--- config.mk ---
export PLATFORM = sky130hd
export DESIGN_NAME = sorted_merge_distinct_core
export DESIGN_NICKNAME = d
export VERILOG_FILES = /design/src/rtl/smd_pkg.sv /design/src/rtl/smd_store.sv /design/src/rtl/smd_cmp.sv /design/src/rtl/smd_merge.sv /design/src/rtl/sorted_merge_distinct_core.sv
export VERILOG_INCLUDE_DIRS = /design/src /design/src/rtl
export SDC_FILE = /design/constraint.sdc
export NUM_CORES = 2
export LEC_CHECK = 0
export BUFFER_PORTS_ARGS = -buffer_cell sky130_fd_sc_hd__buf_2
export CORE_MARGIN = 2
export CORE_UTILIZATION = 60
export DETAILED_ROUTE_END_ITERATION = 7
export GPL_ROUTABILITY_DRIVEN = 0
export GPL_TIMING_DRIVEN = 0
export MAX_ROUTING_LAYER = met4
export PLACE_DENSITY = 0.75
export SYNTH_ARGS = -nofsm -noshare
export SYNTH_HDL_FRONTEND = slang
export SYNTH_SLANG_ARGS = --single-unit
--- constraint.sdc ---
create_clock -name clk -period 6.9 [get_ports clk]
set_input_delay 0.69 -clock clk [delete_from_list [all_inputs] [get_ports clk]]
set_output_delay 0.69 -clock clk [all_outputs]
set_load 0.02 [all_outputs]
--- src/rtl/sorted_merge_distinct_core_assert.svh ---
// Assertion macros shared by the modules that check their own behaviour.
// Each macro expects clk and rst_n to be visible where it is used.
`ifndef SORTED_MERGE_DISTINCT_CORE_ASSERT_SVH
`define SORTED_MERGE_DISTINCT_CORE_ASSERT_SVH

// Consequent must hold in the same cycle as the antecedent.
`define SMD_ASSERT_SAME(label, ante, cons) \
    label: assert property (@(posedge clk) disable iff (!rst_n) (ante) |-> (cons)) \
        else $error("same-cycle check failed");

// Consequent must hold in the cycle after the antecedent.
`define SMD_ASSERT_NEXT(label, ante, cons) \
    label: assert property (@(posedge clk) disable iff (!rst_n) (ante) |=> (cons)) \
        else $error("next-cycle check failed");

`endif

--- src/rtl/smd_pkg.sv ---
package smd_pkg;

    localparam int VALUE_W = 32;

    typedef logic signed [VALUE_W-1:0] smd_value_t;

    typedef enum logic [1:0] {
        CMD_APPEND_FIRST  = 2'd0,
        CMD_APPEND_SECOND = 2'd1,
        CMD_MERGE         = 2'd2
    } smd_cmd_t;

    typedef enum logic [1:0] {
        ST_IDLE,
        ST_READ,
        ST_PICK,
        ST_FLUSH
    } smd_state_t;

    // Merge request from the front end to the sequencer.
    typedef struct packed {
        logic start;
        logic ovf;
    } smd_start_t;

endpackage

--- src/rtl/smd_store.sv ---
module smd_store #(
    parameter int DEPTH = 32,
    parameter int AW    = 5
) (
    input  logic                clk,
    input  logic                we,
    input  logic [AW-1:0]       waddr,
    input  smd_pkg::smd_value_t wdata,
    input  logic [AW-1:0]       raddr,
    output smd_pkg::smd_value_t rdata
);
    import smd_pkg::*;

    smd_value_t mem [DEPTH];
    smd_value_t rdata_reg;

    always_ff @(posedge clk)
    begin
        if (we)
        begin
            mem[waddr] <= wdata;
        end
        rdata_reg <= mem[raddr];
    end

    assign rdata = rdata_reg;

endmodule

--- src/rtl/smd_cmp.sv ---
module smd_cmp (
    input  smd_pkg::smd_value_t a,
    input  smd_pkg::smd_value_t b,
    output logic                lt,
    output logic                eq
);
    import smd_pkg::*;

    assign lt = (a < b);
    assign eq = (a == b);

endmodule

--- src/rtl/smd_merge.sv ---
module smd_merge #(
    parameter int CW = 6,
    parameter int AW = 5
) (
    input  logic                clk,
    input  logic                rst_n,
    input  smd_pkg::smd_start_t ctl,
    input  logic [CW-1:0]       n,
    input  logic [CW-1:0]       m,
    output logic [AW-1:0]       raddr_a,
    output logic [AW-1:0]       raddr_b,
    input  smd_pkg::smd_value_t rdata_a,
    input  smd_pkg::smd_value_t rdata_b,
    output logic                busy,
    output logic                result_valid,
    input  logic                result_stall,
    output smd_pkg::smd_value_t merged_value,
    output logic                last,
    output logic                empty_res,
    output logic                overflow
);
    import smd_pkg::*;

    smd_state_t state_reg, state_next;
    logic [CW-1:0] i_reg, i_next, j_reg, j_next;
    logic [CW-1:0] n_reg, n_next, m_reg, m_next;
    logic [CW-1:0] i_adv, j_adv;
    logic          ovf_reg, ovf_next;
    logic          pend_valid_reg, pend_valid_next;
    smd_value_t    pend_value_reg, pend_value_next;
    logic          pend_empty_reg, pend_empty_next;
    logic          out_valid_reg, out_valid_next;
    smd_value_t    out_value_reg, out_value_next;
    logic          out_last_reg, out_last_next;
    logic          out_empty_reg, out_empty_next;
    logic          out_ovf_reg, out_ovf_next;

    logic          a_lt_b, a_eq_b;
    logic          a_ok, b_ok;
    smd_value_t    pick;
    logic          dup;
    logic          slot_free;

    smd_cmp u_cmp (
        .a  (rdata_a),
        .b  (rdata_b),
        .lt (a_lt_b),
        .eq (a_eq_b)
    );

    assign raddr_a = i_reg[AW-1:0];
    assign raddr_b = j_reg[AW-1:0];

    // Choose the head to take this step and advance the pointers behind it.
    always_comb
    begin
        a_ok  = (i_reg < n_reg);
        b_ok  = (j_reg < m_reg);
        i_adv = i_reg;
        j_adv = j_reg;
        pick  = rdata_a;
        if (a_ok && b_ok)
        begin
            if (a_lt_b)
            begin
                i_adv = CW'(i_reg + 1'b1);
            end
            else if (a_eq_b)
            begin
                i_adv = CW'(i_reg + 1'b1);
                j_adv = CW'(j_reg + 1'b1);
            end
            else
            begin
                pick  = rdata_b;
                j_adv = CW'(j_reg + 1'b1);
            end
        end
        else if (b_ok)
        begin
            pick  = rdata_b;
            j_adv = CW'(j_reg + 1'b1);
        end
        else
        begin
            i_adv = CW'(i_reg + 1'b1);
        end
    end

    // The pending value is also the most recently kept one for duplicate checks.
    assign dup       = pend_valid_reg && (pick == pend_value_reg);
    assign slot_free = !out_valid_reg || !result_stall;

    always_comb
    begin
        state_next      = state_reg;
        i_next          = i_reg;
        j_next          = j_reg;
        n_next          = n_reg;
        m_next          = m_reg;
        ovf_next        = ovf_reg;
        pend_valid_next = pend_valid_reg;
        pend_value_next = pend_value_reg;
        pend_empty_next = pend_empty_reg;
        out_valid_next  = out_valid_reg && result_stall;
        out_value_next  = out_value_reg;
        out_last_next   = out_last_reg;
        out_empty_next  = out_empty_reg;
        out_ovf_next    = out_ovf_reg;

        unique case (state_reg)
            ST_IDLE:
            begin
                if (ctl.start)
                begin
                    n_next          = n;
                    m_next          = m;
                    ovf_next        = ctl.ovf;
                    i_next          = '0;
                    j_next          = '0;
                    pend_valid_next = 1'b0;
                    pend_empty_next = 1'b0;
                    if ((n == '0) && (m == '0))
                    begin
                        pend_valid_next = 1'b1;
                        pend_value_next = '0;
                        pend_empty_next = 1'b1;
                        state_next      = ST_FLUSH;
                    end
                    else
                    begin
                        state_next = ST_READ;
                    end
                end
            end
            ST_READ:
            begin
                state_next = ST_PICK;
            end
            ST_PICK:
            begin
                // Hold while a distinct value must push the pending one out
                // and the output register is still occupied.
                if (dup || !pend_valid_reg || slot_free)
                begin
                    i_next = i_adv;
                    j_next = j_adv;
                    if (!dup)
                    begin
                        pend_valid_next = 1'b1;
                        pend_value_next = pick;
                        if (pend_valid_reg)
                        begin
                            out_valid_next = 1'b1;
                            out_value_next = pend_value_reg;
                            out_last_next  = 1'b0;
                            out_empty_next = 1'b0;
                            out_ovf_next   = ovf_reg;
                        end
                    end
                    if ((i_adv < n_reg) || (j_adv < m_reg))
                    begin
                        state_next = ST_READ;
                    end
                    else
                    begin
                        state_next = ST_FLUSH;
                    end
                end
            end
            ST_FLUSH:
            begin
                if (slot_free)
                begin
                    out_valid_next  = 1'b1;
                    out_value_next  = pend_value_reg;
                    out_last_next   = 1'b1;
                    out_empty_next  = pend_empty_reg;
                    out_ovf_next    = ovf_reg;
                    pend_valid_next = 1'b0;
                    state_next      = ST_IDLE;
                end
            end
            default:
            begin
                state_next = ST_IDLE;
            end
        endcase
    end

    always_ff @(posedge clk or negedge rst_n)
    begin
        if (!rst_n)
        begin
            state_reg      <= ST_IDLE;
            pend_valid_reg <= 1'b0;
            out_valid_reg  <= 1'b0;
        end
        else
        begin
            state_reg      <= state_next;
            pend_valid_reg <= pend_valid_next;
            out_valid_reg  <= out_valid_next;
        end
    end

    always_ff @(posedge clk)
    begin
        i_reg          <= i_next;
        j_reg          <= j_next;
        n_reg          <= n_next;
        m_reg          <= m_next;
        ovf_reg        <= ovf_next;
        pend_value_reg <= pend_value_next;
        pend_empty_reg <= pend_empty_next;
        out_value_reg  <= out_value_next;
        out_last_reg   <= out_last_next;
        out_empty_reg  <= out_empty_next;
        out_ovf_reg    <= out_ovf_next;
    end

    assign busy         = (state_reg != ST_IDLE);
    assign result_valid = out_valid_reg;
    assign merged_value = out_value_reg;
    assign last         = out_last_reg;
    assign empty_res    = out_empty_reg;
    assign overflow     = out_ovf_reg;

endmodule

--- src/rtl/sorted_merge_distinct_core.sv ---
// Append transactions produce no result. A merge of n and m entries runs a read
// state and then a compare state per step, because of the single shared compare
// unit and the registered list reads; the block stalls new transactions until the
// last result is loaded.
// Reset clears both counts, the dropped flag, the sequencer and the output valid
// flag; list contents are not cleared and need no clearing pass.
module sorted_merge_distinct_core #(
    parameter int MAX_LEN = 32
) (
    input  logic                clk,
    input  logic                rst_n,
    input  logic                item_valid,
    output logic                item_stall,
    input  logic [1:0]          command,
    input  smd_pkg::smd_value_t value,
    output logic                result_valid,
    input  logic                result_stall,
    output smd_pkg::smd_value_t merged_value,
    output logic                last,
    output logic                empty_res,
    output logic                overflow
);
    import smd_pkg::*;

    `include "sorted_merge_distinct_core_assert.svh"

    localparam int CW = $clog2(MAX_LEN + 1);
    localparam int AW = (MAX_LEN > 1) ? $clog2(MAX_LEN) : 1;

    logic [CW-1:0] first_count_reg, first_count_next;
    logic [CW-1:0] second_count_reg, second_count_next;
    logic          dropped_reg, dropped_next;
    logic          accept;
    logic          first_room, second_room;
    logic          we_first, we_second;
    logic          busy;
    smd_start_t    start;
    logic [AW-1:0] raddr_a, raddr_b;
    smd_value_t    rdata_a, rdata_b;

    assign accept      = item_valid && !item_stall;
    assign item_stall  = busy;
    assign first_room  = (first_count_reg < CW'(MAX_LEN));
    assign second_room = (second_count_reg < CW'(MAX_LEN));

    always_comb
    begin
        first_count_next  = first_count_reg;
        second_count_next = second_count_reg;
        dropped_next      = dropped_reg;
        we_first          = 1'b0;
        we_second         = 1'b0;
        start             = '0;
        if (accept)
        begin
            unique case (command)
                CMD_APPEND_FIRST:
                begin
                    if (first_room)
                    begin
                        we_first         = 1'b1;
                        first_count_next = CW'(first_count_reg + 1'b1);
                    end
                    else
                    begin
                        dropped_next = 1'b1;
                    end
                end
                CMD_APPEND_SECOND:
                begin
                    if (second_room)
                    begin
                        we_second         = 1'b1;
                        second_count_next = CW'(second_count_reg + 1'b1);
                    end
                    else
                    begin
                        dropped_next = 1'b1;
                    end
                end
                CMD_MERGE:
                begin
                    // Counts are latched by the sequencer, so clear them now.
                    start.start       = 1'b1;
                    start.ovf         = dropped_reg;
                    first_count_next  = '0;
                    second_count_next = '0;
                    dropped_next      = 1'b0;
                end
                default:
                begin
                end
            endcase
        end
    end

    always_ff @(posedge clk or negedge rst_n)
    begin
        if (!rst_n)
        begin
            first_count_reg  <= '0;
            second_count_reg <= '0;
            dropped_reg      <= 1'b0;
        end
        else
        begin
            first_count_reg  <= first_count_next;
            second_count_reg <= second_count_next;
            dropped_reg      <= dropped_next;
        end
    end

    smd_store #(
        .DEPTH (MAX_LEN),
        .AW    (AW)
    ) u_first (
        .clk   (clk),
        .we    (we_first),
        .waddr (first_count_reg[AW-1:0]),
        .wdata (value),
        .raddr (raddr_a),
        .rdata (rdata_a)
    );

    smd_store #(
        .DEPTH (MAX_LEN),
        .AW    (AW)
    ) u_second (
        .clk   (clk),
        .we    (we_second),
        .waddr (second_count_reg[AW-1:0]),
        .wdata (value),
        .raddr (raddr_b),
        .rdata (rdata_b)
    );

    smd_merge #(
        .CW (CW),
        .AW (AW)
    ) u_merge (
        .clk          (clk),
        .rst_n        (rst_n),
        .ctl          (start),
        .n            (first_count_reg),
        .m            (second_count_reg),
        .raddr_a      (raddr_a),
        .raddr_b      (raddr_b),
        .rdata_a      (rdata_a),
        .rdata_b      (rdata_b),
        .busy         (busy),
        .result_valid (result_valid),
        .result_stall (result_stall),
        .merged_value (merged_value),
        .last         (last),
        .empty_res    (empty_res),
        .overflow     (overflow)
    );

    `SMD_ASSERT_SAME(a_empty_is_last, result_valid && empty_res, last)
    `SMD_ASSERT_NEXT(a_merge_holds_input, accept && (command == CMD_MERGE), item_stall)
    `SMD_ASSERT_SAME(a_count_cap, 1'b1, (first_count_reg <= CW'(MAX_LEN)) && (second_count_reg <= CW'(MAX_LEN)))

endmodule

# Word-level counts from Yosys, hierarchy flattened
# Memories as Yosys holds them, arrays and structs flattened. A register that Yosys moved wholly into a read port is not among the register bits.
# Index checks and enable logic that the tools add are counted.
[totals] ff_bits=110 latch_bits=0 ram_bits=2048 romBits=0 input_bits=38 out_inout_bits=37 n_memories=2
[classes] n_addsub=4 multipliers=0 div=0 n_lt_le_gt_ge=7 eq_ne=17 shift=0 muxes=74 bitwise_logic=0 reduce_logical=34
[mem_list] name="u_first.mem" depth=32 word_bits=32 rd=1 rd_clocked_by_memory_dff=1 wr=1 line_no="smd_store.sv:14" rtl="smd_value_t mem [DEPTH];"
[mem_list] name="u_second.mem" depth=32 word_bits=32 rd=1 rd_clocked_by_memory_dff=1 wr=1 line_no="smd_store.sv:14"
[op_table] op="two-way mux 32 bit" count=12
[op_table] op="case mux 32 bit (2 select lines)" count=2
[op_table] op="two-way mux 6 bit" count=12
[op_table] op="== test 32 bit" count=2
[op_table] op="case mux 6 bit (2 select lines)" count=4
[op_table] op="less-than comparator 32 bit" count=1
[op_table] op="two-way mux 1 bit" count=30
[op_table] op="adder 6 x 1 -> 6 bit, second input constant" count=4
[op_table] op="less-than comparator 6 bit" count=4
[op_table] op="AND reduction 5 bit" count=3
[op_table] op="two-way mux 2 bit" count=7
[op_table] op="logical NOT 6 bit" count=2
[op_table] op="less-than comparator 6 bit, second input constant" count=2
[op_table] op="inequality test 2 bit, second input constant" count=6
[op_table] op="AND reduction 3 bit" count=4
[op_table] op="nonzero test 2 bit" count=5
[op_table] op="inequality test 2 x 1 -> 1 bit, second input constant" count=4
[op_table] op="case mux 1 bit (2 select lines)" count=4
[op_table] op="case mux 2 bit (4 select lines)" count=1
[op_table] op="== test 2 bit, second input constant" count=3
[op_table] op="case mux 1 bit (3 select lines)" count=2
[op_table] op="nonzero test 3 bit" count=2
[op_table] op="logical AND 1 bit" count=5
[op_table] op="== test 2 x 1 -> 1 bit, second input constant" count=2
[op_table] op="other kinds (5)" count=13

# Logic depth before layout (Yosys ltp)
[depth] word_depth=10 ltp_mapped=20

# By module
# Synthesis repeated with hierarchy kept, for this count alone.
[unflattened] hier_cells=5199 hier_area_um2=87921.8
[modules_own_cells] mod="smd_store (u_first)" n_inst=1 cells_each=2260 area_per_inst_um2=40492.6 seq_area_each_um2=31390.1
[modules_own_cells] mod="smd_store (u_second)" n_inst=1 cells_each=2260 area_per_inst_um2=40491.3 seq_area_each_um2=31390.1
[modules_own_cells] mod="smd_merge" n_inst=1 cells_each=482 area_per_inst_um2=5345.1 seq_area_each_um2=2892.8
[modules_own_cells] mod="smd_cmp" n_inst=1 cells_each=113 area_per_inst_um2=820.8 seq_area_each_um2=0.0
[modules_own_cells] mod="sorted_merge_distinct_core" n_inst=1 cells_each=84 area_per_inst_um2=772.0 seq_area_each_um2=325.3

# Least setup slack after synthesis
# OpenSTA, ideal clock, no wires.
[synth_path] path_kind="register -> register" from="register u_second.rdata_reg[13] (netlist: u_second.rdata[13]) (read register of u_second.mem)" to="register u_merge.pend_value_reg[0] (enable)" setup_ps=441 arrival_ps=4420 required_ps=6459 setup_slack_ps=2039 stages_incl_launch_ff=14 period_less_slack_ps=4861 path_cell_list="dfxtp_1 -> inv_1 -> ha_1 -> a21oi_1 -> nor2_1 -> a211o_1 -> or4b_1 -> a32oi_4 -> and2_4 -> buf_6 -> a21oi_1 -> o2bb2ai_1 -> nor4_1 -> a31oi_1"
[synth_between] elab_chain_cells=10 word_cells_on_any_way=13 cone_classes="order compare: 1; eq/ne: 4; mux: 4; reduce/logical: 4"
[synth_lines] item="start: declaration" line_no="smd_store.sv:15" rtl="smd_value_t rdata_reg;"
[synth_lines] item="branches (longest 3 deep; another with less-than comparator 32 bit)"
[synth_lines] item="two-way mux 32 bit *" line_no="smd_merge.sv:62" rtl="if (a_ok && b_ok)"
[synth_lines] item="== test 32 bit *" line_no="smd_merge.sv:91" rtl="assign dup = pend_valid_reg && (pick == pend_value_reg);"
[synth_lines] item="logical AND 1 bit *" line_no="smd_merge.sv:91"
[synth_lines] item="logical OR 1 bit (2 in a row)" line_no="smd_merge.sv:144" rtl="if (dup || !pend_valid_reg || slot_free)"
[synth_lines] item="inequality test 2 x 1 -> 1 bit (no source line)"
[synth_lines] item="AND reduction 5 bit (no source line) *"
[synth_lines] item="end signal: assignment" line_no="smd_merge.sv:214" rtl="pend_value_reg <= pend_value_next;"
[synth_lines] item="end: declaration" line_no="smd_merge.sv:30" rtl="smd_value_t pend_value_reg, pend_value_next;"
# Every way passes the cells marked *.
# A chain may end at the register's enable or synchronous reset.

# Worst setup path in the final report
[layout_path] from="register u_second.rdata_reg[13] (netlist: u_second.rdata[13]) (read register of u_second.mem)" to="register u_merge.state_reg[1]"
[layout_between] word_cells_on_any_way=23 cone_classes="order compare: 3; eq/ne: 3; mux: 12; reduce/logical: 5"
[layout_lines] item="branches (longest 2 deep; another with less-than comparator 32 bit)"
[layout_lines] item="two-way mux 6 bit *" line_no="smd_merge.sv:64" rtl="if (a_lt_b)"
[layout_lines] item="two-way mux 6 bit *" line_no="smd_merge.sv:62"
[layout_lines] item="net u_merge.i_adv[4]" line_no="smd_merge.sv:27" rtl="logic [CW-1:0] i_adv, j_adv;"
[layout_lines] item="less-than comparator 6 bit *" line_no="smd_merge.sv:161" rtl="if ((i_adv < n_reg) || (j_adv < m_reg))"
[layout_lines] item="logical OR 1 bit *" line_no="smd_merge.sv:161"
[layout_lines] item="two-way mux 2 bit *" line_no="smd_merge.sv:161"
[layout_lines] item="two-way mux 2 bit *" line_no="smd_merge.sv:144"
[layout_lines] item="case mux 2 bit (4 select lines) *" line_no="smd_merge.sv:111" rtl="unique case (state_reg)"
[layout_lines] item="end signal: assignment" line_no="smd_merge.sv:201" rtl="state_reg <= state_next;"
[layout_lines] item="end: declaration" line_no="smd_merge.sv:24" rtl="smd_state_t state_reg, state_next;"
# Mark *: on every way through the listed nets, which the timed path passes. The select of a mux whose other input is x is not followed.

==> qor.txt <==
status -> finished, final reports clean
Clock Pin Slew Worst Setup and Hold Paths -> 60 ps
max-slew violations -> 0
Die Wd -> 382 um
GR Util met2 -> 0.464
TritonCTS buffer count -> 205
pwr dens -> 374 nW/um^2
setup bufs post-CTS -> 0
Max rail drop VDD -> 0.343 mV
Cell Count, Final, Fillers Out -> 6124
Seq cells post-synth -> 2222
Slowest cell on crit path -> or4b_1
# DRC -> 0
Clock Latency Late Sink -> 850 ps
Synth Cell Area -> 85600 sq um
highest clock rate -> 0.180 GHz
busiest grt layer -> met2
Post-layout nets -> 4158
TritonCTS clock tree -> yes
Async SR Flop Fraction -> 0.00765
H-tree levels -> 4
Worst Hold Class -> in -> reg
placed insts -> 5737
DRT antenna net count -> 0
Area Overhead vs Synth -> 13.5%
Post-Synth XOR/XNOR Area -> 0.00542
CTS sink count -> 2222
Max clock buf depth -> 3
post-route cell area -> 97200 sq um
CP arrival -> 6250 ps
Worst path max stage delay -> 650 ps
TritonRoute pass-1 iters -> 7
Syn Nets -> 3805
Reg2Reg Depth -> 19
HP Start -> command[1]
DR WL/cell -> 36.4 um
CP delay by family, top -> simple AND/OR/NAND/NOR gates
worst-margin pin slew -> 1400 ps
Tcrit/Tclk final -> 0.806
most used cell along the critical path -> ha_1
Final Skew -> 29.9 ps
Synth area leaders -> edfxtp_1, mux4_2, dfxtp_1
hold path depth -> 2
Most used DFF post-synth -> edfxtp_1
synthesized area per cell -> 23.1 sq um
crit end category -> flip-flop
CP Cell Sequence -> inv_1 > ha_1 > a21oi_1 > nor2_1 > a211o_1 > or4b_1 > a32oi_4 > and2_4 > buf_6 > clkbuf_1 > nand4_1 > xnor2_1 > ha_1 > a211oi_1 > nand2_1 > or3_1 > nand3_1 > o21a_1 > o21ai_0
hold violation count in the final report -> 0
Synth area leader -> edfxtp_1
CP Buf/Inv Count -> 3
Netlist cell types -> 65
Worst setup SP type -> flip-flop
Crit Path Max Fanout -> 10
count of final setup violators -> 0
# IOs -> 75
via/cell ratio -> 7.02
setup TNS -> 0 ps
overall power -> 36.4 mW
Post-Syn Instances -> 3705
Total Routing Usage GR -> 0.320
PortBufs -> 74
leakage -> 30.5 nW
core area -> 142000 sq um
post-synthesis sequential area ratio -> 0.771
GRT Residual Overflow -> 0
DR vias -> 43000
Synth Area in Adders -> 0.00907
antenna violations before repair -> 4
Worst Hold Path EP -> dropped_reg
reg2reg end -> u_merge.state_reg[1]
post-synthesis compound-gate area fraction -> 0.00994
most common cell after layout, fill and taps aside -> edfxtp_1
fin crit period -> 5560 ps
simple-gate area share of the yosys netlist -> 0.0158
commonest cells after routing, fill and taps aside -> edfxtp_1, mux4_2, clkbuf_16
# rows -> 138
Iter 0 DRT Violations -> 7543
Req. time, crit path -> 7580 ps
M3 GR Usage -> 0.0731
Post-DP HPWL -> 134000 um
CP Class -> reg -> reg
number of flops mapped to enable cells by yosys -> 2141
RSZ-0062 raised after global routing -> no
Die H -> 382 um
placed inst area -> 90400 sq um
global-route wire length before repair -> 316000 um
largest family of logic cells by synthesized area -> multiplexers
initial core utilization -> 0.604
largest registers -> u_first.mem: 1024 flops, u_second.mem: 1024 flops
total number of yosys warnings -> 0
final wirelength -> 223000 um
multiplexer share of the synthesized area -> 0.178
slew margin rel. -> 0.0687
Max Cap Viol -> 0
met1 Use GR -> 0.461
reg2reg start -> u_second.rdata[13]
vias in the first global route -> 42500
area share of the largest cell type after synthesis -> 0.751
largest net degree at the start of global routing -> 65
clock root buffer -> clkbuf_16
ratio of cells with drive above 1 in the final layout -> 0.291
r2r setup slk -> 1340 ps
Die Area -> 146000 sq um
Yosys cell counts, drive strengths merged, types with 8 or more instances:
| library cell | number |
|---|---|
| edfxtp | 2141 |
| xnor2 | 36 |
| nand2 | 38 |
| mux2 | 68 |
| dfrtp | 17 |
| dfxtp | 64 |
| nand4 | 20 |
| o21ai | 12 |
| nor2 | 155 |
| nand3 | 14 |
| o22ai | 8 |
| ha | 62 |
| clkbuf | 128 |
| buf | 47 |
| nor4 | 9 |
| xor2 | 17 |
| a21oi | 66 |
| and2 | 13 |
| inv | 66 |
| mux4 | 640 |
through the flow:
step / util / worst slack, ps / hold slack (ps)
global route: 0.686 / 1240 / 112
detailed placement: 0.638 / 1640 / 408
finish: 0.686 / 1340 / 125
global placement: 0.624 / 207 / 402
CTS: 0.686 / 1600 / 63.4
floorplan: - / 2040 / 394
where the power goes:
group | switching, mW | internal [mW] | total (mW)
sequential | 0.537 | 15.4 | 15.9
combinational | 5.18 | 3.82 | 9.00
clock | 4.92 | 6.55 | 11.5
total | 10.6 | 25.7 | 36.4
worst reg2reg max path: cells and delay by family (launching register included):
family,cells,cell delay (ps)
AOI/OAI and AO/OA,6,1330
xor gates and xnor gates,1,290
adders and majority gates,2,610
buffers and inverters,3,830
DFF,1,620
and+or+nand+nor,7,1740
layout make-up:
class / instances / area [sq um]
Timing Repair Buffer: 146 / 1970
Inverter: 66 / 248
Clock inverter: 108 / 1120
Fill cell: 8166 / 44400
Clock buffer: 274 / 5610
Multi-Input combinational cell: 1242 / 19200
Tap cell: 1890 / 2360
Sequential cell: 2222 / 66000
Buffer: 175 / 677
Antenna cell: 1 / 2.50
per-layer routing:
metal / part of all wire / up-vias / routed length [um]
met3: 0.13 / 406 / 28100
li1: - / 16400 / -
met1: 0.38 / 22600 / 83800
met2: 0.46 / 3560 / 103000
met4: 0.035 / 0 / 7840
met5: 0 / - / 0
how the worst max path moves through the flow:
stage	from	end	slack, ps	depth (start not counted)
4_1_cts	u_second.rdata[13]	u_merge.state_reg[1]	1600	19
5_1_grt	u_merge.i_reg[0]	u_merge.state_reg[1]	1240	18
3_5_place_dp	u_second.rdata[13]	u_merge.state_reg[1]	1640	19
3_3_place_gp	u_second.rdata[13]	u_merge.pend_value_reg[18]	210	13
2_1_floorplan	u_second.rdata[13]	u_merge.pend_value_reg[0]	2040	13
6_report	u_second.rdata[13]	u_merge.state_reg[1]	1340	19
cell families (layout without fill, tap and decap cells):
family,after synthesis,after routing
AND/OR/NAND/NOR,288,288
other,0,1
buffers and inverters,241,769
adder cells (fa/ha/maj),62,62
XOR/XNOR,53,53
flip-flops,2222,2222
AO/OA/AOI/OAI,128,128
multiplexers,711,711
repair_timing:
item,CTS,global route
resized for setup,0,0
hold buffers,1,0
hold endpoints to repair,17,0
Note: power is estimated with default switching activity, not from simulation.
